<file path="src/design/sabv_pkg.sv">
// ----------------------------------------------------------------------------
// sabv_pkg
// shared types, fixed widths and the arctangent table of the angle pipeline
// ----------------------------------------------------------------------------
package sabv_pkg;

  localparam int COMPONENT_WIDTH_DEF = 16;
  localparam int ITERATIONS_DEF      = 16;
  localparam int MAX_STAGES          = 24;

  // the larger normalized magnitude lands in [2^29, 2^30) unless both are zero
  localparam int MAG_BITS = 30;
  // cordic datapath: x, y signed, z angle signed q.24
  localparam int XW       = 33;
  localparam int ZW       = 28;
  localparam int ANGLE_W  = 16;

  localparam logic signed [ZW-1:0]      PI_Q24    = 28'sd52707179;
  localparam logic signed [ANGLE_W-1:0] PI_Q13    = 16'sd25736;
  localparam logic signed [ZW-1:0]      RND_HALF  = 28'sd1024;
  localparam int                        RND_SHIFT = 11;

  typedef struct packed {
    logic any_zero;    // one of the vectors is (0,0)
    logic cross_zero;  // cross product is zero
    logic cross_neg;   // cross product is negative
    logic dot_neg;     // dot product is negative
  } flags_t;

  // atan(2^-i) * 2^24, rounded to nearest
  function automatic logic signed [ZW-1:0] atan_q24(input int idx);
    logic signed [ZW-1:0] v;
    unique case (idx)
      0:       v = 28'sd13176795;
      1:       v = 28'sd7778716;
      2:       v = 28'sd4110060;
      3:       v = 28'sd2086331;
      4:       v = 28'sd1047214;
      5:       v = 28'sd524117;
      6:       v = 28'sd262123;
      7:       v = 28'sd131069;
      8:       v = 28'sd65536;
      9:       v = 28'sd32768;
      10:      v = 28'sd16384;
      11:      v = 28'sd8192;
      12:      v = 28'sd4096;
      13:      v = 28'sd2048;
      14:      v = 28'sd1024;
      15:      v = 28'sd512;
      16:      v = 28'sd256;
      17:      v = 28'sd128;
      18:      v = 28'sd64;
      19:      v = 28'sd32;
      20:      v = 28'sd16;
      21:      v = 28'sd8;
      22:      v = 28'sd4;
      23:      v = 28'sd2;
      default: v = '0;
    endcase
    return v;
  endfunction

endpackage

</file>
<file path="src/design/sabv_norm_cell.sv">
// ----------------------------------------------------------------------------
// sabv_norm_cell
// one step of the leading-one normalizer: shifts both magnitudes left by a
// fixed power of two when the top bits of both are clear
// ----------------------------------------------------------------------------
module sabv_norm_cell #(
  parameter int NW    = sabv_pkg::MAG_BITS,
  parameter int SHIFT = 1
) (
  input  logic             clk_i,
  input  logic             rst_ni,
  input  logic             valid_i,
  output logic             ready_o,
  input  logic [NW-1:0]    cmag_i,
  input  logic [NW-1:0]    dmag_i,
  input  sabv_pkg::flags_t flags_i,
  output logic             valid_o,
  input  logic             ready_i,
  output logic [NW-1:0]    cmag_o,
  output logic [NW-1:0]    dmag_o,
  output sabv_pkg::flags_t flags_o
);

  logic             valid_q;
  logic [NW-1:0]    cmag_q, dmag_q;
  sabv_pkg::flags_t flags_q;
  logic [NW-1:0]    both;
  logic             top_clear;

  assign ready_o   = !valid_q || ready_i;
  assign both      = cmag_i | dmag_i;
  assign top_clear = (both[NW-1 -: SHIFT] == '0);

  always_ff @(posedge clk_i or negedge rst_ni) begin
    if (!rst_ni) begin
      valid_q <= 1'b0;
    end else if (ready_o) begin
      valid_q <= valid_i;
    end
  end

  always_ff @(posedge clk_i) begin
    if (ready_o) begin
      cmag_q  <= top_clear ? (cmag_i << SHIFT) : cmag_i;
      dmag_q  <= top_clear ? (dmag_i << SHIFT) : dmag_i;
      flags_q <= flags_i;
    end
  end

  assign valid_o = valid_q;
  assign cmag_o  = cmag_q;
  assign dmag_o  = dmag_q;
  assign flags_o = flags_q;

endmodule

</file>
<file path="config.mk">
export PLATFORM = sky130hd
export DESIGN_NAME = sabv_norm_cell
export DESIGN_NICKNAME = d
export VERILOG_FILES = /design/src/design/sabv_pkg.sv /design/src/design/sabv_norm_cell.sv
export SDC_FILE = /design/constraint.sdc
export NUM_CORES = 1
export LEC_CHECK = 0
export BUFFER_PORTS_ARGS = -buffer_cell sky130_fd_sc_hd__buf_2
export CORE_AREA = 2 2 80 82
export CTS_BUF_LIST = sky130_fd_sc_hd__clkbuf_4 sky130_fd_sc_hd__clkbuf_8
export DETAILED_ROUTE_END_ITERATION = 10
export DIE_AREA = 0 0 82 84
export HOLD_SLACK_MARGIN = 0.12
export PLACE_DENSITY = 0.91
export SKIP_LAST_GASP = 1
export SLEW_MARGIN = 20
export SYNTH_ARGS = -nofsm -noshare
export SYNTH_HDL_FRONTEND = slang
export SYNTH_SLANG_ARGS = --single-unit
export TNS_END_PERCENT = 100
</file>
<file path="constraint.sdc">
create_clock -name clk_i -period 3 [get_ports clk_i]
set_input_delay 0.15 -clock clk_i [delete_from_list [all_inputs] [get_ports clk_i]]
set_output_delay 0.15 -clock clk_i [all_outputs]
set_load 0.05 [all_outputs]
</file>
==> results.toml <==
[logic_synthesis]
yosys.area_share.adder = 0
netlist_top_cells_count = "64 x edfxtp_1, 38 x mux2_2, 18 x mux2_4, 3 x buf_2, 3 x buf_6"
ys_seq_elements = 65
syn_area_per_cell_um2 = 20.2
synthSimpleGateAreaFrac = 0.0132
yosysTopAreaCellShare = 0.699
syn_nets = 204
yosysMostFrequentCell = "edfxtp_1"
ys_types = 12
dominantRegCellSynth = "edfxtp_1"
synth_area_leaders = "edfxtp_1 70%, mux2_2 16%, mux2_4 9.8%"
synth-edff-count = 64
synthesis.area_mm2 = 0.00275
synthArstFlopShare = 0.0154
ys_warn_count = 0
synth_compound_area_frac = 0.00455
netlist_instances = 136
yosysSeqAreaShare = 0.708
synthMuxAreaShare = 0.254
synth-xor-area-share = 0
synth_top_family_by_area = "multiplexers"
yosysTopAreaCell = "edfxtp_1"

[timing]
slew_viol_final = 0
rsz0062_at_grt = "false"
worst_slew_pin_slew_ns = 0.862
finalSetupViolCount = 0
min_period_ns = 1.94
slew_headroom = 0.425
tns_ns = 0
hold_viol = 0
hold-worst-slack_ns = 0.133
skew_ns = 0.00658
timing.final.crit_share = 0.646
fmax_mhz = 516

[worst_setup_path]
worstPathArrival_ns = 1.79
regToRegStartpoint = "valid_o"
worst_r2r_path_depth = 1
timing_worst_setup_path_type = "reg -> out"
worstPathRequired_ns = 2.85
cp-end-kind = "primary output"
crit_path_max_fanout = 66
cp-start-kind = "register"
startpoint = "valid_o"

[clocking]
cts_buffer_depth = 2
cts_htree_levels = 3
numCtsBuffers = 9
cts_root_buf = "clkbuf_8"
tritoncts = "done"
cts_setup_buffers = 0
insertion_delay_ns = 0.33
cts_sinks = 65
path_clk_slew_ns = 0.06

[status]
status = "finished clean"

[pwr]
leakage_nw = 1.79
ir_drop_uv = 405
p_total_mw = 2.72
powerDensity_mw_per_mm2 = 661

[placed_design]
port_buffers = 133
placed_area_mm2 = 0.00348
place.gp.congestion = 0.700

[floorplanning]
core_region_area_mm2 = 0.00610
die_w_um = 82
dieArea_mm2 = 0.00689
fp-row-count = 29
initial_core_util = 0.451
io_pins = 134
die_height_um = 84

[global_routing]
grt_pass1_wl_um = 8800
grt.overflow.total = 0
grt_pass1_vias = 1940
gr-usage-all-layers = 0.173
grt_max_degree = 67
antenna_found_initial = 0

[final_layout]
post-route-cell-area_mm2 = 0.00412
synthToLayoutAreaGrowth_pct = 50.0
fin_nets = 379
antenna_cells = 0
fill_cells = 440
drive_above_1_share = 0.655

[hold_path]
hold_class = "in -> reg"
hold_path_depth = 2
hp-start = "dmag_i[0]"

[routing]
dr.first_iter.drc_count = 47
firstDrtPassIters = 4
via_count = 1830
vias_per_cell = 4.66
drc = 0
detail-route-antenna-nets = 0
avgRoutedWirePerCell_um = 14.5
routed_wl_um = 5690

[run]
maxCapViolCount = 0
-- routing by layer --
metal,vias up,wire [um],GRT usage
li1,883,-,-
met4,0,113,0.0848
met5,-,0,0
met1,855,2160,0.190
met2,79,2980,0.294
met3,13,436,0.0574
-- path summary, 6_finish.rpt --
check | slack, ns | to
worst max-delay path | 1.06 | ready_o
worst min-delay path | 0.13 | dmag_o[0]
worst max register to register | 1.56 | flags_o[1]
worst min register to register | 1.12 | valid_o
max in group asynchronous | 2.25 | valid_o
min in group asynchronous | 0.65 | valid_o
-- kinds of logic (layout without fill, tap and decap cells) --
group           count (synthesis)  in the layout
flops                          65             65
mux                            56             56
buf+inv                         8            188
simple gates                    5              5
compound gates                  2              2
-- layout make-up --
cell class	instances	area (um2)	share of cell area
Multi-Input combinational cell	63	754	0.183
Timing Repair Buffer	170	1030	0.251
Tap cell	77	96.3	0.0234
Clock inverter	6	154	0.0373
Inverter	2	7.51	0.00182
Clock buffer	10	131	0.0319
Sequential cell	65	1950	0.472
-- through the flow --
stage | utilization | cells | setup slack (ns)
after CTS | 0.677 | 393 | 1.01
after detailed placement | 0.571 | 341 | 1.30
after global placement | 0.571 | 341 | 1.33
after global routing | 0.677 | 393 | 0.930
final | 0.677 | 393 | 1.06
after floorplan | - | 136 | 0.0876
-- timing repair --
action                    CTS  global route
hold endpoints to repair   32             0
hold buffers               36             0
gates resized for setup     0             0
-- state kept, by name (all words and copies together), names as in the netlist --
name	cells
cmag_o	30
dmag_o	30
flags_o	4
valid_o	1
-- power breakdown --
group	switching [mW]	leakage [nW]	internal [mW]	total, mW
sequential	0.0191	0.654	1.09	1.11
clock	0.318	0.142	0.727	1.05
combinational	0.383	0.990	0.183	0.566
-- layout by cell type (no fill, tap or decap) --
| cell type | Yosys | final |
|---|---|---|
| clkbuf_4 | 0 | 1 |
| bufinv_16 | 0 | 5 |
| nor2_4 | 1 | 1 |
| nor2b_1 | 2 | 2 |
| nand2b_4 | 0 | 1 |
| mux2_2 | 38 | 38 |
| clkbuf_8 | 0 | 9 |
| nand2b_1 | 2 | 1 |
| dfrtp_1 | 1 | 1 |
| dlygate4sd3_1 | 0 | 36 |
| o21ai_0 | 1 | 1 |
| a21o_1 | 1 | 1 |
| edfxtp_1 | 64 | 64 |
| buf_4 | 0 | 1 |
| mux2_4 | 18 | 18 |
| buf_2 | 3 | 133 |
| inv_1 | 2 | 2 |
| clkinv_1 | 0 | 1 |
-- worst max-delay path, cell delays in order (launching register included) --
cell and delay [ns]:
dfrtp_1 0.41, nand2b_4 0.65, buf_2 0.40
Note: power is estimated with default switching activity, not from simulation.
