===== config.mk =====
export PLATFORM = sky130hd
export DESIGN_NAME = sabv_back
export DESIGN_NICKNAME = d
export VERILOG_FILES = /design/src/design/sabv_pkg.sv /design/src/design/sabv_back.sv
export SDC_FILE = /design/constraint.sdc
export NUM_CORES = 1
export LEC_CHECK = 0
export ABC_AREA = 1
export ABC_CLOCK_PERIOD_IN_PS = 1360
export BUFFER_PORTS_ARGS = -buffer_cell sky130_fd_sc_hd__buf_4
export CAP_MARGIN = 5
export CORE_MARGIN = 2
export CORE_UTILIZATION = 35
export CTS_BUF_LIST = sky130_fd_sc_hd__clkbuf_4 sky130_fd_sc_hd__clkbuf_8
export CTS_CLUSTER_DIAMETER = 80
export DETAILED_ROUTE_END_ITERATION = 8
export SYNTH_ARGS = -nofsm -noshare
export SYNTH_HDL_FRONTEND = slang
export SYNTH_SLANG_ARGS = --single-unit

===== constraint.sdc =====
create_clock -name clk_i -period 1.36 [get_ports clk_i]
set_clock_uncertainty 0.05 [all_clocks]
set_input_delay 0 -clock clk_i [delete_from_list [all_inputs] [get_ports clk_i]]
set_output_delay 0 -clock clk_i [all_outputs]
set_load 0.02 [all_outputs]

===== src/design/sabv_pkg.sv =====
// ----------------------------------------------------------------------------
// sabv_pkg
// shared types, fixed widths and the arctangent table of the angle pipeline
// ----------------------------------------------------------------------------
package sabv_pkg;

  localparam int COMPONENT_WIDTH_DEF = 16;
  localparam int ITERATIONS_DEF      = 16;
  localparam int MAX_STAGES          = 24;

  // the larger normalized magnitude lands in [2^29, 2^30) unless both are zero
  localparam int MAG_BITS = 30;
  // cordic datapath: x, y signed, z angle signed q.24
  localparam int XW       = 33;
  localparam int ZW       = 28;
  localparam int ANGLE_W  = 16;

  localparam logic signed [ZW-1:0]      PI_Q24    = 28'sd52707179;
  localparam logic signed [ANGLE_W-1:0] PI_Q13    = 16'sd25736;
  localparam logic signed [ZW-1:0]      RND_HALF  = 28'sd1024;
  localparam int                        RND_SHIFT = 11;

  typedef struct packed {
    logic any_zero;    // one of the vectors is (0,0)
    logic cross_zero;  // cross product is zero
    logic cross_neg;   // cross product is negative
    logic dot_neg;     // dot product is negative
  } flags_t;

  // atan(2^-i) * 2^24, rounded to nearest
  function automatic logic signed [ZW-1:0] atan_q24(input int idx);
    logic signed [ZW-1:0] v;
    unique case (idx)
      0:       v = 28'sd13176795;
      1:       v = 28'sd7778716;
      2:       v = 28'sd4110060;
      3:       v = 28'sd2086331;
      4:       v = 28'sd1047214;
      5:       v = 28'sd524117;
      6:       v = 28'sd262123;
      7:       v = 28'sd131069;
      8:       v = 28'sd65536;
      9:       v = 28'sd32768;
      10:      v = 28'sd16384;
      11:      v = 28'sd8192;
      12:      v = 28'sd4096;
      13:      v = 28'sd2048;
      14:      v = 28'sd1024;
      15:      v = 28'sd512;
      16:      v = 28'sd256;
      17:      v = 28'sd128;
      18:      v = 28'sd64;
      19:      v = 28'sd32;
      20:      v = 28'sd16;
      21:      v = 28'sd8;
      22:      v = 28'sd4;
      23:      v = 28'sd2;
      default: v = '0;
    endcase
    return v;
  endfunction

endpackage


===== src/design/sabv_back.sv =====
// ----------------------------------------------------------------------------
// sabv_back
// half-plane fold, rounding to q.13, sign and special cases; output register
// ----------------------------------------------------------------------------
module sabv_back (
  input  logic                                  clk_i,
  input  logic                                  rst_ni,
  input  logic                                  valid_i,
  output logic                                  ready_o,
  input  logic signed [sabv_pkg::ZW-1:0]        z_i,
  input  sabv_pkg::flags_t                      flags_i,
  output logic                                  valid_o,
  input  logic                                  ready_i,
  output logic signed [sabv_pkg::ANGLE_W-1:0]   angle_o
);

  localparam int ZW = sabv_pkg::ZW;
  localparam int AW = sabv_pkg::ANGLE_W;
  localparam int RW = ZW - sabv_pkg::RND_SHIFT;

  logic                 valid_q;
  logic signed [AW-1:0] angle_q, angle_d;
  logic signed [ZW-1:0] zc, zf, zr;
  logic [RW-1:0]        res;
  logic signed [AW-1:0] mag;

  assign ready_o = !valid_q || ready_i;

  always_comb begin
    zc = z_i[ZW-1] ? '0 : z_i;
    zf = zc;
    if (flags_i.dot_neg) begin
      zf = sabv_pkg::PI_Q24 - zc;
      if (zf[ZW-1]) zf = '0;
    end
    zr  = zf + sabv_pkg::RND_HALF;
    res = zr[ZW-1:sabv_pkg::RND_SHIFT];
    if (res > RW'(sabv_pkg::PI_Q13)) begin
      mag = sabv_pkg::PI_Q13;
    end else begin
      mag = AW'(res);
    end
    priority if (flags_i.any_zero) begin
      angle_d = '0;
    end else if (flags_i.cross_zero) begin
      angle_d = flags_i.dot_neg ? sabv_pkg::PI_Q13 : '0;
    end else begin
      angle_d = flags_i.cross_neg ? -mag : mag;
    end
  end

  always_ff @(posedge clk_i or negedge rst_ni) begin
    if (!rst_ni) begin
      valid_q <= 1'b0;
    end else if (ready_o) begin
      valid_q <= valid_i;
    end
  end

  always_ff @(posedge clk_i) begin
    if (ready_o) begin
      angle_q <= angle_d;
    end
  end

  assign valid_o = valid_q;
  assign angle_o = angle_q;

endmodule

==> impl_metrics.tcl <==
set metrics [dict create \
    syn_to_final_growth_pct 80.1 \
    rsz0062_at_grt "yes" \
    grt_max_degree 19 \
    rows 33 \
    holdWs_ns 0.0162 \
    die_h_um 96.0 \
    crit_path_start_kind "primary input" \
    overflow 0 \
    finalSetupTns_ns -27.91 \
    dp_hpwl_mm 7.29 \
    synthAdderAreaFrac_pct 0.844 \
    setup_viol 16 \
    synthesis.instances 539 \
    fin_crit_ns 3.33 \
    core_area_mm2 0.00822 \
    synth_edf_count 16 \
    num_vias 4033 \
    start_util_pct 36.1 \
    max-vdd-ir-drop_mv 0.279 \
    cts_made_buffers 3 \
    critical_path_class "in -> reg" \
    io_pins 54 \
    cpMaxStageDelayCell "or2_4" \
    drv_cap 0 \
    drive_gt1_share_pct 50.3 \
    endpoint_kind "flop" \
    fmax_ghz 0.300 \
    n_antenna_cell 0 \
    clk_pin_slew_ns 0.06 \
    cts_tree "yes" \
    synth_compound_area_share_pct 5.57 \
    syn_area_per_cell_um2 5.50 \
    cp_num_buf_inv 3 \
    power_density_mw_per_mm2 568 \
    synth-seq-area-share_pct 17.1 \
    fp.dieArea_mm2 0.00922 \
    synth-seq-cells 17 \
    grt_pass1_vias 3851 \
    status "finished, violations left" \
    cts-root-buf "clkbuf_8" \
    max_stage_delay_ns 0.25 \
    async_reset_ff_share_pct 5.88 \
    tightestPinTransition_ns 0.457 \
    cts.htree.levels 1 \
    syn_nets 577 \
    synthesis.area_mm2 0.00296 \
    path_max_fanout 7 \
    stdcell_area_mm2 0.00534 \
    drc 0 \
    clockBufferDepth 2 \
    place.gp.congestion 0.909 \
    antenna_found_initial 0 \
    cp.arrival_ns 3.29 \
    synthMuxAreaShare_pct 0 \
    synth_top_family_by_area "simple AND/OR/NAND/NOR gates" \
    post_dp_cell_area_mm2 0.00445 \
    synth_xor_area_share_pct 2.62 \
    ys_types 40 \
    fin_crit_sh_pct 245 \
    fp.dieW_um 96.0 \
    hold_violations 0 \
    drt-total-wl_mm 9.65 \
    viasPerCell 4.76 \
    grt_use_total_pct 21.3 \
    insertion_delay_ns 0.25 \
    power_leakage_uw 0.00279 \
    cts.sinks 17 \
    drt.antenna.violating_nets 0 \
    port_buffers 51 \
    drt_pass1_iterations 5 \
    wl_per_cell_um 11.4 \
    yosysWarnings 0 \
    yosys.area_share.simple_pct 60.3 \
    required_ns 1.32 \
    hp-class "in -> async" \
    drtIter0Drc 122 \
    violations "negative setup slack" \
    critPathTopFamily "simple AND/OR/NAND/NOR gates" \
    slew_viol_final 0 \
    slew_headroom_pct 69.4 \
    place_ws_ns -2.37 \
    ys.flop_type "edfxtp_1" \
    final_nets 781 \
    fin_ws_ns -1.97 \
    grt_pass1_wl_mm 16.2 \
]
-- path summary, 6_finish.rpt --
| kind | depth (start not counted) | slack, ns | startpoint | end |
|---|---|---|---|---|
| max | 32 | -1.97 | z_i[26] | angle_o[12] |
| min | 2 | 0.02 | rst_ni | valid_o |
| max reg2reg | 1 | 0.25 | valid_o | angle_o[13] |
| min reg2reg | 2 | 0.72 | valid_o | valid_o |
| max in group asynchronous | 2 | 1.16 | rst_ni | valid_o |
| min in group clk_i | 4 | 0.16 | flags_i[3] | angle_o[1] |
-- routing by layer --
layer / vias up / wire (um) / share of wire (%) / global-route usage, %
met5: - / 0 / 0 / 0
met2: 84 / 5160 / 54 / 41.8
met4: 0 / 221 / 2.3 / 6.55
li1: 2110 / - / - / -
met3: 21 / 303 / 3.1 / 0.470
met1: 1818 / 3960 / 41 / 24.7
-- registers in the layout, indices dropped and copies added, names as in the netlist --
name,cells
angle_o,16
valid_o,1
-- final cells by class --
class | count | area, um^2
well taps | 105 | 131
flip-flops and latches | 17 | 505
repair buffers | 208 | 1660
inverters | 82 | 332
fillers | 750 | 2880
multi-input cells | 429 | 2630
repair inverters | 2 | 32.5
clock buffers | 4 | 48.8
-- cells in the mapped netlist, types with 5 or more instances --
| cell | count | area share [%] |
|---|---|---|
| nand3_2 | 8 | 2.7 |
| o21ai_1 | 7 | 1.2 |
| nand3_1 | 67 | 11 |
| nand2_1 | 176 | 22 |
| nand4_1 | 9 | 1.9 |
| nor2_1 | 77 | 9.8 |
| inv_1 | 65 | 8.2 |
| xor2_1 | 7 | 2.1 |
| a21oi_1 | 13 | 2.2 |
| edfxtp_1 | 16 | 16 |
| nor2_2 | 16 | 3.4 |
| nand2_2 | 14 | 3.0 |
| o21ai_0 | 7 | 1.2 |
| inv_2 | 15 | 1.9 |
| nand3b_1 | 5 | 1.3 |
-- placed cells by master (no fill, tap or decap), types with 3 or more instances in the layout --
cell type | synthesis | final
buf_4 | 2 | 190
nand2_1 | 176 | 145
inv_1 | 65 | 61
nor2_1 | 77 | 55
nand3_1 | 67 | 44
nand2_2 | 14 | 30
nand3_2 | 8 | 25
nor2_4 | 3 | 25
inv_2 | 15 | 18
nand2_4 | 2 | 16
nor2_2 | 16 | 16
edfxtp_1 | 16 | 16
buf_6 | 2 | 13
a21oi_1 | 13 | 10
nand4_1 | 9 | 9
nand3_4 | 1 | 7
o21ai_2 | 1 | 7
o21ai_1 | 7 | 6
xor2_1 | 7 | 6
nand3b_1 | 5 | 5
nor3_2 | 2 | 4
a21oi_2 | 0 | 3
clkbuf_8 | 0 | 3
-- power by group --
part	switching, uW	leakage (uW)	total (uW)	internal [uW]
clock	160	0.0000262	388	228
sequential	13.9	0.000182	650	636
combinational	1050	0.00258	2000	943
-- per-stage QoR --
| step | std cells | utilization (%) | total power, uW |
|---|---|---|---|
| after floorplan | 539 | - | 1560 |
| after global placement | 809 | 54.1 | 2240 |
| after detailed placement | 809 | 54.1 | 2260 |
| after CTS | 838 | 60.4 | 2830 |
| after global routing | 847 | 65.0 | 3250 |
| final | 847 | 65.0 | 3030 |
-- logic make-up (layout without fill, tap and decap cells) --
logic type | Yosys count | count (layout)
fa+ha+maj | 2 | 2
buf+inv | 93 | 296
flops | 17 | 17
xor+xnor | 8 | 8
simple gates | 388 | 388
compound gates | 31 | 31
-- timing repair --
action / CTS / global route
hold endpoints to repair: 2 / 0
cloned: 2 / 0
hold buffers: 2 / 0
buffers inserted: 21 / 10
setup endpoints to repair: 16 / 16
pin swaps: 42 / 30
gates resized for setup: 65 / 81
Power figures use the tool's default switching activity.
