===== src/design/sabv_pkg.sv =====
// ----------------------------------------------------------------------------
// sabv_pkg
// shared types, fixed widths and the arctangent table of the angle pipeline
// ----------------------------------------------------------------------------
package sabv_pkg;

  localparam int COMPONENT_WIDTH_DEF = 16;
  localparam int ITERATIONS_DEF      = 16;
  localparam int MAX_STAGES          = 24;

  // the larger normalized magnitude lands in [2^29, 2^30) unless both are zero
  localparam int MAG_BITS = 30;
  // cordic datapath: x, y signed, z angle signed q.24
  localparam int XW       = 33;
  localparam int ZW       = 28;
  localparam int ANGLE_W  = 16;

  localparam logic signed [ZW-1:0]      PI_Q24    = 28'sd52707179;
  localparam logic signed [ANGLE_W-1:0] PI_Q13    = 16'sd25736;
  localparam logic signed [ZW-1:0]      RND_HALF  = 28'sd1024;
  localparam int                        RND_SHIFT = 11;

  typedef struct packed {
    logic any_zero;    // one of the vectors is (0,0)
    logic cross_zero;  // cross product is zero
    logic cross_neg;   // cross product is negative
    logic dot_neg;     // dot product is negative
  } flags_t;

  // atan(2^-i) * 2^24, rounded to nearest
  function automatic logic signed [ZW-1:0] atan_q24(input int idx);
    logic signed [ZW-1:0] v;
    unique case (idx)
      0:       v = 28'sd13176795;
      1:       v = 28'sd7778716;
      2:       v = 28'sd4110060;
      3:       v = 28'sd2086331;
      4:       v = 28'sd1047214;
      5:       v = 28'sd524117;
      6:       v = 28'sd262123;
      7:       v = 28'sd131069;
      8:       v = 28'sd65536;
      9:       v = 28'sd32768;
      10:      v = 28'sd16384;
      11:      v = 28'sd8192;
      12:      v = 28'sd4096;
      13:      v = 28'sd2048;
      14:      v = 28'sd1024;
      15:      v = 28'sd512;
      16:      v = 28'sd256;
      17:      v = 28'sd128;
      18:      v = 28'sd64;
      19:      v = 28'sd32;
      20:      v = 28'sd16;
      21:      v = 28'sd8;
      22:      v = 28'sd4;
      23:      v = 28'sd2;
      default: v = '0;
    endcase
    return v;
  endfunction

endpackage


===== src/design/sabv_front.sv =====
// ----------------------------------------------------------------------------
// sabv_front
// input register, four products, cross and dot magnitudes with sign flags
// ----------------------------------------------------------------------------
module sabv_front #(
  parameter int CW = sabv_pkg::COMPONENT_WIDTH_DEF,
  parameter int NW = sabv_pkg::MAG_BITS
) (
  input  logic                   clk_i,
  input  logic                   rst_ni,
  input  logic                   valid_i,
  output logic                   ready_o,
  input  logic signed [CW-1:0]   x1_i,
  input  logic signed [CW-1:0]   y1_i,
  input  logic signed [CW-1:0]   x2_i,
  input  logic signed [CW-1:0]   y2_i,
  output logic                   valid_o,
  input  logic                   ready_i,
  output logic [NW-1:0]          cmag_o,
  output logic [NW-1:0]          dmag_o,
  output sabv_pkg::flags_t       flags_o
);

  localparam int PW = 2 * CW + 1;

  // stage a: registered components
  logic                va_q;
  logic signed [CW-1:0] x1_q, y1_q, x2_q, y2_q;
  logic                za_q;
  // stage b: products
  logic                vb_q;
  logic signed [2*CW-1:0] p1_q, p2_q, q1_q, q2_q;
  logic                zb_q;
  // stage c: magnitudes
  logic                vc_q;
  logic [NW-1:0]       cmag_q, dmag_q;
  sabv_pkg::flags_t    flags_q;

  logic rdy_a, rdy_b, rdy_c;
  logic za_d;
  logic signed [PW-1:0] cross_d, dot_d;
  logic [PW-1:0]        cmag_d, dmag_d;
  sabv_pkg::flags_t     flags_d;

  assign rdy_c   = !vc_q || ready_i;
  assign rdy_b   = !vb_q || rdy_c;
  assign rdy_a   = !va_q || rdy_b;
  assign ready_o = rdy_a;

  assign za_d = (x1_i == '0 && y1_i == '0) || (x2_i == '0 && y2_i == '0);

  always_comb begin
    cross_d = PW'(p1_q) - PW'(p2_q);
    dot_d   = PW'(q1_q) + PW'(q2_q);
    cmag_d  = cross_d[PW-1] ? -cross_d : cross_d;
    dmag_d  = dot_d[PW-1] ? -dot_d : dot_d;
    flags_d.any_zero   = zb_q;
    flags_d.cross_zero = (cross_d == '0);
    flags_d.cross_neg  = cross_d[PW-1];
    flags_d.dot_neg    = dot_d[PW-1];
  end

  always_ff @(posedge clk_i or negedge rst_ni) begin
    if (!rst_ni) begin
      va_q <= 1'b0;
      vb_q <= 1'b0;
      vc_q <= 1'b0;
    end else begin
      if (rdy_a) va_q <= valid_i;
      if (rdy_b) vb_q <= va_q;
      if (rdy_c) vc_q <= vb_q;
    end
  end

  always_ff @(posedge clk_i) begin
    if (rdy_a) begin
      x1_q <= x1_i;
      y1_q <= y1_i;
      x2_q <= x2_i;
      y2_q <= y2_i;
      za_q <= za_d;
    end
    if (rdy_b) begin
      p1_q <= (2*CW)'(x1_q) * (2*CW)'(y2_q);
      p2_q <= (2*CW)'(y1_q) * (2*CW)'(x2_q);
      q1_q <= (2*CW)'(x1_q) * (2*CW)'(x2_q);
      q2_q <= (2*CW)'(y1_q) * (2*CW)'(y2_q);
      zb_q <= za_q;
    end
    if (rdy_c) begin
      cmag_q  <= NW'(cmag_d);
      dmag_q  <= NW'(dmag_d);
      flags_q <= flags_d;
    end
  end

  assign valid_o = vc_q;
  assign cmag_o  = cmag_q;
  assign dmag_o  = dmag_q;
  assign flags_o = flags_q;

endmodule


===== config.mk =====
export PLATFORM = sky130hd
export DESIGN_NAME = sabv_front
export DESIGN_NICKNAME = d
export VERILOG_FILES = /design/src/design/sabv_pkg.sv /design/src/design/sabv_front.sv
export SDC_FILE = /design/constraint.sdc
export NUM_CORES = 2
export LEC_CHECK = 0
export BUFFER_PORTS_ARGS = -buffer_cell sky130_fd_sc_hd__buf_2
export CORE_MARGIN = 8
export CORE_UTILIZATION = 38
export CTS_CLUSTER_SIZE = 14
export DETAILED_ROUTE_END_ITERATION = 10
export HOLD_SLACK_MARGIN = 0.06
export PLACE_DENSITY_LB_ADDON = 0.2
export SYNTH_ARGS = -nofsm -noshare
export SYNTH_HDL_FRONTEND = slang
export SYNTH_SLANG_ARGS = --single-unit

===== constraint.sdc =====
create_clock -name clk_i -period 6.8 [get_ports clk_i]
set_clock_uncertainty 0.15 [all_clocks]
set_input_delay 0.34 -clock clk_i [delete_from_list [all_inputs] [get_ports clk_i]]
set_output_delay 0.34 -clock clk_i [all_outputs]
set_load 0.01 [all_outputs]

==> impl_metrics.tcl <==
set metrics [dict create \
    synth-seq-cells 261 \
    instances_no_fill 7691 \
    design_area_um2 61800 \
    grt_pass1_vias 39000 \
    tightest_slew_ps 1200 \
    worst_slack_ps -97.8 \
    max_cap_viol_count 0 \
    synth_warnings 0 \
    ioPinCount 134 \
    hold_path.class "flop to flop" \
    clk-insertion-delay-late_ps 600 \
    synth_common_cells "1220 x inv_1, 1050 x fa_1, 569 x nand2_1, 494 x and2_1, 394 x ha_1" \
    synth.avg_cell_area_um2 9.74 \
    synthTopCellsByArea "fa_1 40%, edfxtp_1 15%, ha_1 9.5%, inv_1 8.8%, and2_1 5.9%" \
    hold_depth 0 \
    drt_iter0_markers 2251 \
    critPathTopFamily "adder cells" \
    vias 37500 \
    layout_worst_path_cycle_share_pct 101 \
    gp_congestion 0.863 \
    overflow 0 \
    crit_path_frequent_cell "fa_1" \
    pre_cts_ws_ps -313 \
    slew_violations 0 \
    rsz0062_at_grt "true" \
    postPlaceCellArea_um2 57700 \
    cts.sinks 261 \
    worst-r2r-cell-count 24 \
    cts-buffers-inserted 38 \
    grt_pass1_wl_mm 218 \
    wl_per_cell_um 17.7 \
    maxSlewHeadroom_pct 19.1 \
    cp.buffers_inverters 6 \
    place_inst 7458 \
    die_y_um 386 \
    synth_top_area_share_pct 40.4 \
    min_period_ps 6900 \
    slowest_delay_ps 510 \
    grtUsageTotal_pct 18.6 \
    cts_tree "done" \
    grt_max_degree 66 \
    critPathSlowestCell "fa_1" \
    routed_via_density 4.88 \
    cts_root_buf "clkbuf_16" \
    ant_nets 0 \
    synthToLayoutAreaGrowth_pct 18.8 \
    fin_nets 7397 \
    arrival_ps 7080 \
    initial_core_util_pct 38.4 \
    fmax_ghz 0.145 \
    antenna_found_initial 4 \
    end_kind "flop" \
    setup_viol 6 \
    io_buffers 133 \
    die_area_um2 149000 \
    drc 0 \
    clk_path_buf_depth 3 \
    coreArea_um2 136000 \
    synth_area_um2 52000 \
    clkTransAtPathRegs_ps 60 \
    synth.net_count 6856 \
    synth_flop_cell "edfxtp_1" \
    reg2reg_slack_ps -100 \
    path_class "flop to flop" \
    h-tree-depth 2 \
    crit_chain "buf_6 > buf_6 > and2_4 > fa_1 > inv_1 > fa_1 > fa_1 > inv_2 > fa_2 > fa_1 > inv_1 > fa_1 > inv_2 > ha_4 > and2_4 > a311o_1 > o31a_1 > a41o_1 > or3_4 > a221oi_4 > o21ai_4 > o2111ai_2 > nand2_1 > xor2_1" \
    rows 135 \
    crit_fanout 4 \
    hold_violations 0 \
    reg2reg_from "x2_q[6]" \
    outcome "complete, but fails checks" \
    violations "negative setup slack" \
    drive_gt1_share_pct 15.5 \
    synth_edf_count 258 \
    yosys.cell_count.top_type "inv_1" \
    min_to "flags_o[3]" \
    drt-total-wl_mm 136 \
    yosysTopAreaCell "fa_1" \
    reg2reg_to "p2_q[29]" \
    die_width_um 386 \
    syn-instance-count 5344 \
    hpwl_mm 112 \
    final_util_pct 45.6 \
    seq_area_frac_synth_pct 15.0 \
    ys_types 88 \
    required_ps 6980 \
    async_reset_ff_share_pct 1.15 \
    drt_pass1_iterations 6 \
    min-delay-start "zb_q" \
    critPathLaunchType "flop" \
]
## state kept, by name, indices dropped and copies added, names as in the netlist, 4 cells and up
register / flops
p1_q: 32
p2_q: 32
q1_q: 32
q2_q: 32
cmag_o: 30
dmag_o: 30
x1_q: 16
x2_q: 16
y1_q: 16
y2_q: 16
flags_o: 4
## kinds of logic (layout without fill, tap and decap cells)
group	Yosys count	after routing	synth area share [%]
buffers and inverters	1430	1995	10.4
xor gates and xnor gates	230	230	3.87
adders and majority gates	1444	1444	49.9
other	0	1	0
and+or+nand+nor	1477	1477	14.3
AOI/OAI and AO/OA	502	502	6.58
DFF	261	261	15.0
## routing by layer
metal  global-route usage, %  vias to the layer above  share of wire (%)
li1                        -                    17400                  -
met1                    26.4                    19100                 45
met2                    29.1                      860                 46
met3                    3.24                      132                6.5
met4                    5.26                        0                3.0
met5                       0                        -                  0
## layout by cell type, fill, tap and decap left out, types with 12 or more instances in the layout
master	count
and3_1	23
buf_12	47
o21a_1	32
nor2b_1	12
o21ai_0	75
a21oi_1	121
and2_4	20
nor4_1	21
nor3_1	33
nor2_1	152
buf_2	134
o31ai_1	12
nand4_1	22
o21bai_1	26
dlygate4sd3_1	67
fa_2	24
xor2_1	60
ha_4	25
nand2b_1	41
ha_1	365
nand3_1	35
edfxtp_1	258
and2_1	474
xnor2_1	165
inv_1	1199
clkbuf_16	45
a211oi_1	12
fa_1	1026
buf_6	43
inv_2	23
nand2_1	566
buf_4	400
a21o_1	58
a21oi_2	18
## cell type report
class	count	area (µm²)
Fill cell	13000	73800
Multi-Input combinational cell	3653	39800
Sequential cell	261	7820
Timing Repair Buffer	708	6110
Inverter	1223	4590
Tap cell	1781	2230
Clock buffer	44	995
Clock inverter	20	185
Antenna cell	1	2.50
## worst max path at each step
stage | slack [ps] | cells after the start | endpoint | startpoint
4_1_cts | -150 | 26 | q1_q[29] | x2_q[4]
6_report | -100 | 24 | p2_q[29] | x2_q[6]
3_5_place_dp | -310 | 23 | q1_q[31] | x2_q[1]
3_3_place_gp | -190 | 23 | p2_q[29] | x2_q[1]
2_1_floorplan | 40 | 20 | p2_q[29] | y1_q[10]
5_1_grt | -320 | 24 | p2_q[29] | x2_q[6]
## per-stage QoR
step / hold slack, ps / setup TNS (ps)
floorplan: -106 / 0
global placement: -6.74 / -2010
detailed placement: -8.47 / -3670
CTS: 274 / -878
global route: 286 / -3270
finish: 269 / -399
## repair_timing
| action | CTS | global route |
|---|---|---|
| cloned | 2 | 7 |
| endpoints found under the hold margin | 68 | 0 |
| pin swaps | 74 | 156 |
| gates resized for setup | 122 | 174 |
| setup endpoints to repair | 24 | 36 |
| hold buffers | 67 | 0 |
| setup buffers | 55 | 46 |
Power is not shown: default switching activity piles up to over one toggle a cycle in this logic, so the estimate is an artifact.
