--- src/design/sabv_pkg.sv ---
// ----------------------------------------------------------------------------
// sabv_pkg
// shared types, fixed widths and the arctangent table of the angle pipeline
// ----------------------------------------------------------------------------
package sabv_pkg;

  localparam int COMPONENT_WIDTH_DEF = 16;
  localparam int ITERATIONS_DEF      = 16;
  localparam int MAX_STAGES          = 24;

  // the larger normalized magnitude lands in [2^29, 2^30) unless both are zero
  localparam int MAG_BITS = 30;
  // cordic datapath: x, y signed, z angle signed q.24
  localparam int XW       = 33;
  localparam int ZW       = 28;
  localparam int ANGLE_W  = 16;

  localparam logic signed [ZW-1:0]      PI_Q24    = 28'sd52707179;
  localparam logic signed [ANGLE_W-1:0] PI_Q13    = 16'sd25736;
  localparam logic signed [ZW-1:0]      RND_HALF  = 28'sd1024;
  localparam int                        RND_SHIFT = 11;

  typedef struct packed {
    logic any_zero;    // one of the vectors is (0,0)
    logic cross_zero;  // cross product is zero
    logic cross_neg;   // cross product is negative
    logic dot_neg;     // dot product is negative
  } flags_t;

  // atan(2^-i) * 2^24, rounded to nearest
  function automatic logic signed [ZW-1:0] atan_q24(input int idx);
    logic signed [ZW-1:0] v;
    unique case (idx)
      0:       v = 28'sd13176795;
      1:       v = 28'sd7778716;
      2:       v = 28'sd4110060;
      3:       v = 28'sd2086331;
      4:       v = 28'sd1047214;
      5:       v = 28'sd524117;
      6:       v = 28'sd262123;
      7:       v = 28'sd131069;
      8:       v = 28'sd65536;
      9:       v = 28'sd32768;
      10:      v = 28'sd16384;
      11:      v = 28'sd8192;
      12:      v = 28'sd4096;
      13:      v = 28'sd2048;
      14:      v = 28'sd1024;
      15:      v = 28'sd512;
      16:      v = 28'sd256;
      17:      v = 28'sd128;
      18:      v = 28'sd64;
      19:      v = 28'sd32;
      20:      v = 28'sd16;
      21:      v = 28'sd8;
      22:      v = 28'sd4;
      23:      v = 28'sd2;
      default: v = '0;
    endcase
    return v;
  endfunction

endpackage

--- src/design/sabv_cordic_cell.sv ---
// ----------------------------------------------------------------------------
// sabv_cordic_cell
// one cordic vectoring micro-rotation with a fixed shift and table angle
// ----------------------------------------------------------------------------
module sabv_cordic_cell #(
  parameter int STAGE = 0
) (
  input  logic                              clk_i,
  input  logic                              rst_ni,
  input  logic                              valid_i,
  output logic                              ready_o,
  input  logic signed [sabv_pkg::XW-1:0]    x_i,
  input  logic signed [sabv_pkg::XW-1:0]    y_i,
  input  logic signed [sabv_pkg::ZW-1:0]    z_i,
  input  sabv_pkg::flags_t                  flags_i,
  output logic                              valid_o,
  input  logic                              ready_i,
  output logic signed [sabv_pkg::XW-1:0]    x_o,
  output logic signed [sabv_pkg::XW-1:0]    y_o,
  output logic signed [sabv_pkg::ZW-1:0]    z_o,
  output sabv_pkg::flags_t                  flags_o
);

  localparam logic signed [sabv_pkg::ZW-1:0] ANGLE = sabv_pkg::atan_q24(STAGE);

  logic                           valid_q;
  logic signed [sabv_pkg::XW-1:0] x_q, y_q, xs, ys;
  logic signed [sabv_pkg::ZW-1:0] z_q;
  sabv_pkg::flags_t               flags_q;

  assign ready_o = !valid_q || ready_i;
  assign xs      = x_i >>> STAGE;
  assign ys      = y_i >>> STAGE;

  always_ff @(posedge clk_i or negedge rst_ni) begin
    if (!rst_ni) begin
      valid_q <= 1'b0;
    end else if (ready_o) begin
      valid_q <= valid_i;
    end
  end

  // rotate toward the x axis
  always_ff @(posedge clk_i) begin
    if (ready_o) begin
      if (!y_i[sabv_pkg::XW-1]) begin
        x_q <= x_i + ys;
        y_q <= y_i - xs;
        z_q <= z_i + ANGLE;
      end else begin
        x_q <= x_i - ys;
        y_q <= y_i + xs;
        z_q <= z_i - ANGLE;
      end
      flags_q <= flags_i;
    end
  end

  assign valid_o = valid_q;
  assign x_o     = x_q;
  assign y_o     = y_q;
  assign z_o     = z_q;
  assign flags_o = flags_q;

endmodule

--- config.mk ---
export PLATFORM = sky130hd
export DESIGN_NAME = sabv_cordic_cell
export DESIGN_NICKNAME = d
export VERILOG_FILES = /design/src/design/sabv_pkg.sv /design/src/design/sabv_cordic_cell.sv
export SDC_FILE = /design/constraint.sdc
export NUM_CORES = 1
export LEC_CHECK = 0
export ABC_CLOCK_PERIOD_IN_PS = 9110
export BUFFER_PORTS_ARGS = -buffer_cell sky130_fd_sc_hd__buf_2
export CAP_MARGIN = 20
export CORE_UTILIZATION = 60
export CTS_CLUSTER_SIZE = 20
export DETAILED_ROUTE_END_ITERATION = 10
export HOLD_SLACK_MARGIN = 0.12
export MAX_ROUTING_LAYER = met4
export PLACE_DENSITY = 0.86
export SLEW_MARGIN = 20
export SYNTH_ARGS = -nofsm -noshare
export SYNTH_HDL_FRONTEND = slang
export SYNTH_SLANG_ARGS = --single-unit
--- constraint.sdc ---
create_clock -name clk_i -period 9.11 [get_ports clk_i]
set_input_delay 0.911 -clock clk_i [delete_from_list [all_inputs] [get_ports clk_i]]
set_output_delay 0.911 -clock clk_i [all_outputs]
set_load 0.02 [all_outputs]
==> results.sh <==
export IMPL_status="finished, final reports clean"
export IMPL_period_needed_ns=4.363
export IMPL_wire_per_inst_um=18.26
export IMPL_syn2layout_area_growth_pct=14.51
export IMPL_die_h_um=129.6
export IMPL_clkTransAtPathRegs_ns=0.07
export IMPL_drv_cap=0
export IMPL_critPathMaxFanout=57
export IMPL_cts_max_level=3
export IMPL_cp_start_kind="input pin"
export IMPL_design_die_area_um2=16780
export IMPL_finClkSkew_ns=0.007323
export IMPL_postCtsSetupBuffers=0
export IMPL_cts_hold_buffers_added=0
export IMPL_pwr_density_cell_nw_per_um2=156.8
export IMPL_path_cells="buf_4, clkinv_1, buf_4, ha_1, a211oi_1, nor2_1, o31ai_2, o311ai_1, a31o_2, a221oi_2, o21ai_1, a31oi_1, xnor2_1"
export IMPL_slowest_delay_ns=0.47
export IMPL_gp_congestion=0.9961
export IMPL_synth_top_cell_by_area="edfxtp_1"
export IMPL_critPathRequiredTime_ns=9.22
export IMPL_ys_warnings_count=0
export IMPL_period_share_pct=47.90
export IMPL_num_rows=46
export IMPL_antenna_cells=0
export IMPL_grt_start_max_net_pins=72
export IMPL_dp_cells=1468
export IMPL_vias_per_cell=6.117
export IMPL_postSynth_asyncResetShare_pct=1.020
export IMPL_worst_path_buf_inv=3
export IMPL_worstRegToRegCells=2
export IMPL_drt_pass1_iterations=5
export IMPL_cts_buffers_inserted=9
export IMPL_critPathArrivalTime_ns=4.47
export IMPL_rsz0062_at_grt="no"
export IMPL_slew_limit_headroom_pct=42.76
export IMPL_yosysSeqAreaShare_pct=30.09
export IMPL_cts_resized=0
export IMPL_rrSetupSlack_ns=7.18
export IMPL_grt_overflow=0
export IMPL_antenna_found_initial=0
export IMPL_final_cells=1484
export IMPL_peakVddDrop_mv=0.1031
export IMPL_drt_iter0_markers=824
export IMPL_slew_violations=0
export IMPL_ys_seq_elements=98
export IMPL_grt_pass1_vias=8076
export IMPL_io_pin_count=202
export IMPL_clockBufferDepth=2
export IMPL_worstSkewPairLatency_ns=0.36
export IMPL_synthCells=1092
export IMPL_yosys_most_used_dff="edfxtp_1"
export IMPL_clock_sinks=98
export IMPL_synth_edf_count=97
export IMPL_p_leak_nw=4.987
export IMPL_min_path_type="in -> async"
export IMPL_synth_net_count=1325
export IMPL_max_freq_ghz=0.2292
export IMPL_finalSetupViolations=0
export IMPL_core_area_um2=15890
export IMPL_die_x_um=129.6
export IMPL_ant_nets=0
export IMPL_hpwl_um=20900
export IMPL_path_delay_family="compound AO/OA/AOI/OAI gates"
export IMPL_fill_cells=1294
export IMPL_grt_pass1_wl_um=41630
export IMPL_drc=0
export IMPL_tritoncts="yes"
export IMPL_wirelength_um=27100
export IMPL_port_buffers=201
export IMPL_tightest_slew_ns=0.8585
export IMPL_nNetsFinal=1496
export IMPL_grtUsageTotal_pct=33.12
export IMPL_cp_slowest_cell="buf_4"
export IMPL_avgSynthCellArea_um2=8.939
export IMPL_synth_area_leaders="edfxtp_1 (30%), ha_1 (16%), xnor2_1 (6.9%), a21oi_1 (6.6%), o21ai_0 (3.8%)"
export IMPL_synthesis_area_um2=9762
export IMPL_vias=9078
export IMPL_end_kind="flip-flop"
export IMPL_crit_type="in -> reg"
export IMPL_layout_drive_gt1_share_pct=20.11
export IMPL_synth_cell_types=77
export IMPL_cp_common_cell="buf_4"
export IMPL_finalHoldViolCount=0
export IMPL_timing_rr_start="valid_o$_DFFE_PN0P_"
export IMPL_tns_ns=0
export IMPL_floorplan_initialDensity_pct=61.45
export IMPL_r2r_end="y_o[28]$_DFFE_PP_"
export IMPL_synth_top_area_share_pct=29.84
export IMPL_root_buffer="clkbuf_16"
## metrics by stage
step / utilization [%] / power, mW / hold slack (ns) / instance area (um2) / worst slack (ns)
floorplan: - / 1.143 / 0.6154 / 9762 / 4.776
global placement: 68.52 / 1.351 / 0.6850 / 10880 / 4.664
detailed placement: 68.52 / 1.363 / 0.6869 / 10880 / 4.578
CTS: 70.37 / 1.745 / 0.3107 / 11180 / 4.836
global route: 70.37 / 1.837 / 0.3042 / 11180 / 4.570
finish: 70.37 / 1.752 / 0.3170 / 11180 / 4.747
## power breakdown
group          leakage, nW  switching, mW  total (mW)  internal (mW)
Combinational         3.86          0.476       0.742          0.266
Sequential           0.986         0.0211       0.627          0.606
Clock                0.145          0.171       0.384          0.213
## state kept, by name, indices dropped and copies added (netlist names)
name,flops
y_o,33
z_o,28
flags_o,4
x_o,32
valid_o,1
## how the worst max path moves through the flow
| stage | start | endpoint | slack (ns) | depth (start not counted) |
|---|---|---|---|---|
| floorplan | ready_i | ready_o | 4.78 | 1 |
| global placement | y_i[32] | z_o[26]$_DFFE_PP_ | 4.66 | 13 |
| detailed placement | y_i[32] | z_o[26]$_DFFE_PP_ | 4.58 | 13 |
| CTS | y_i[32] | z_o[21]$_DFFE_PP_ | 4.84 | 13 |
| global route | y_i[32] | z_o[21]$_DFFE_PP_ | 4.57 | 13 |
| finish | y_i[32] | z_o[21]$_DFFE_PP_ | 4.75 | 13 |
## cells by family (layout without fill, tap and decap cells)
group	Yosys count	count (layout)	synth area share [%]
AOI/OAI and AO/OA	384	384	25.85
and+or+nand+nor	235	235	12.13
buffers and inverters	145	321	5.793
adders and majority gates	131	131	17.10
DFF	98	98	30.09
xor gates and xnor gates	87	87	7.806
muxes	12	12	1.231
## area by class of cell
type / instances / area, um2 / area share (%)
clock buffers: 9 / 225.2 / 2.015
clock inverters: 7 / 68.82 / 0.6156
inverters: 101 / 379.1 / 3.392
multi-input cells: 849 / 6266 / 56.06
flip-flops and latches: 98 / 2938 / 26.28
well taps: 216 / 270.3 / 2.418
repair buffers: 204 / 1031 / 9.223
## synthesized netlist by cell type (all sizes together), types with 4 or more instances
cell,instances
a211oi,12
a21boi,4
a21o,29
a21oi,132
a221o,5
a221oi,7
a22oi,4
a31oi,13
and2,6
and3,8
buf,17
clkbuf,27
clkinv,6
edfxtp,97
fa,4
ha,127
inv,95
mux2i,12
nand2,30
nand2b,17
nand3,10
nand3b,5
nand4,14
nor2,75
nor2b,15
nor3,28
nor4,8
o211ai,14
o21a,10
o21ai,82
o21bai,15
o22ai,7
o311ai,5
o31a,5
o31ai,17
or2,5
or3,10
xnor2,77
xor2,10
## metal layers
metal	vias to the layer above	part of all wire [%]	global-route usage [%]
li1	4323	-	-
met1	4247	43	44.08
met2	460	47	52.02
met3	48	8.4	5.409
met4	0	2.1	9.508
met5	-	0	-
## worst reg2reg max path, stage by stage, from the launching register on
cell	delay, ns
dfrtp_1	0.41
nand2b_4	0.34
buf_4	0.74
## cell usage in the layout, fill, tap and decap left out, types with 5 or more instances in the layout
cell	instances
edfxtp_1	97
a211oi_1	7
and3_1	8
a21o_1	29
and2_1	6
nor3_1	28
o211ai_1	14
a211oi_2	5
o22ai_1	5
nor2b_1	15
mux2i_1	12
nand3b_1	5
inv_1	90
o21ai_1	8
clkbuf_16	9
a21oi_1	128
buf_2	200
nand2b_1	16
nor2_1	74
o21a_1	10
a31oi_1	13
inv_2	5
o31ai_1	14
nand4_1	14
a221oi_1	5
a221o_1	5
nand2_1	30
o31a_1	5
or3_1	10
ha_1	127
clkinv_1	8
o21bai_1	14
nand3_1	10
xor2_1	10
o21ai_0	74
xnor2_1	77
nor4_1	8
(Power assumes the default switching activity.)
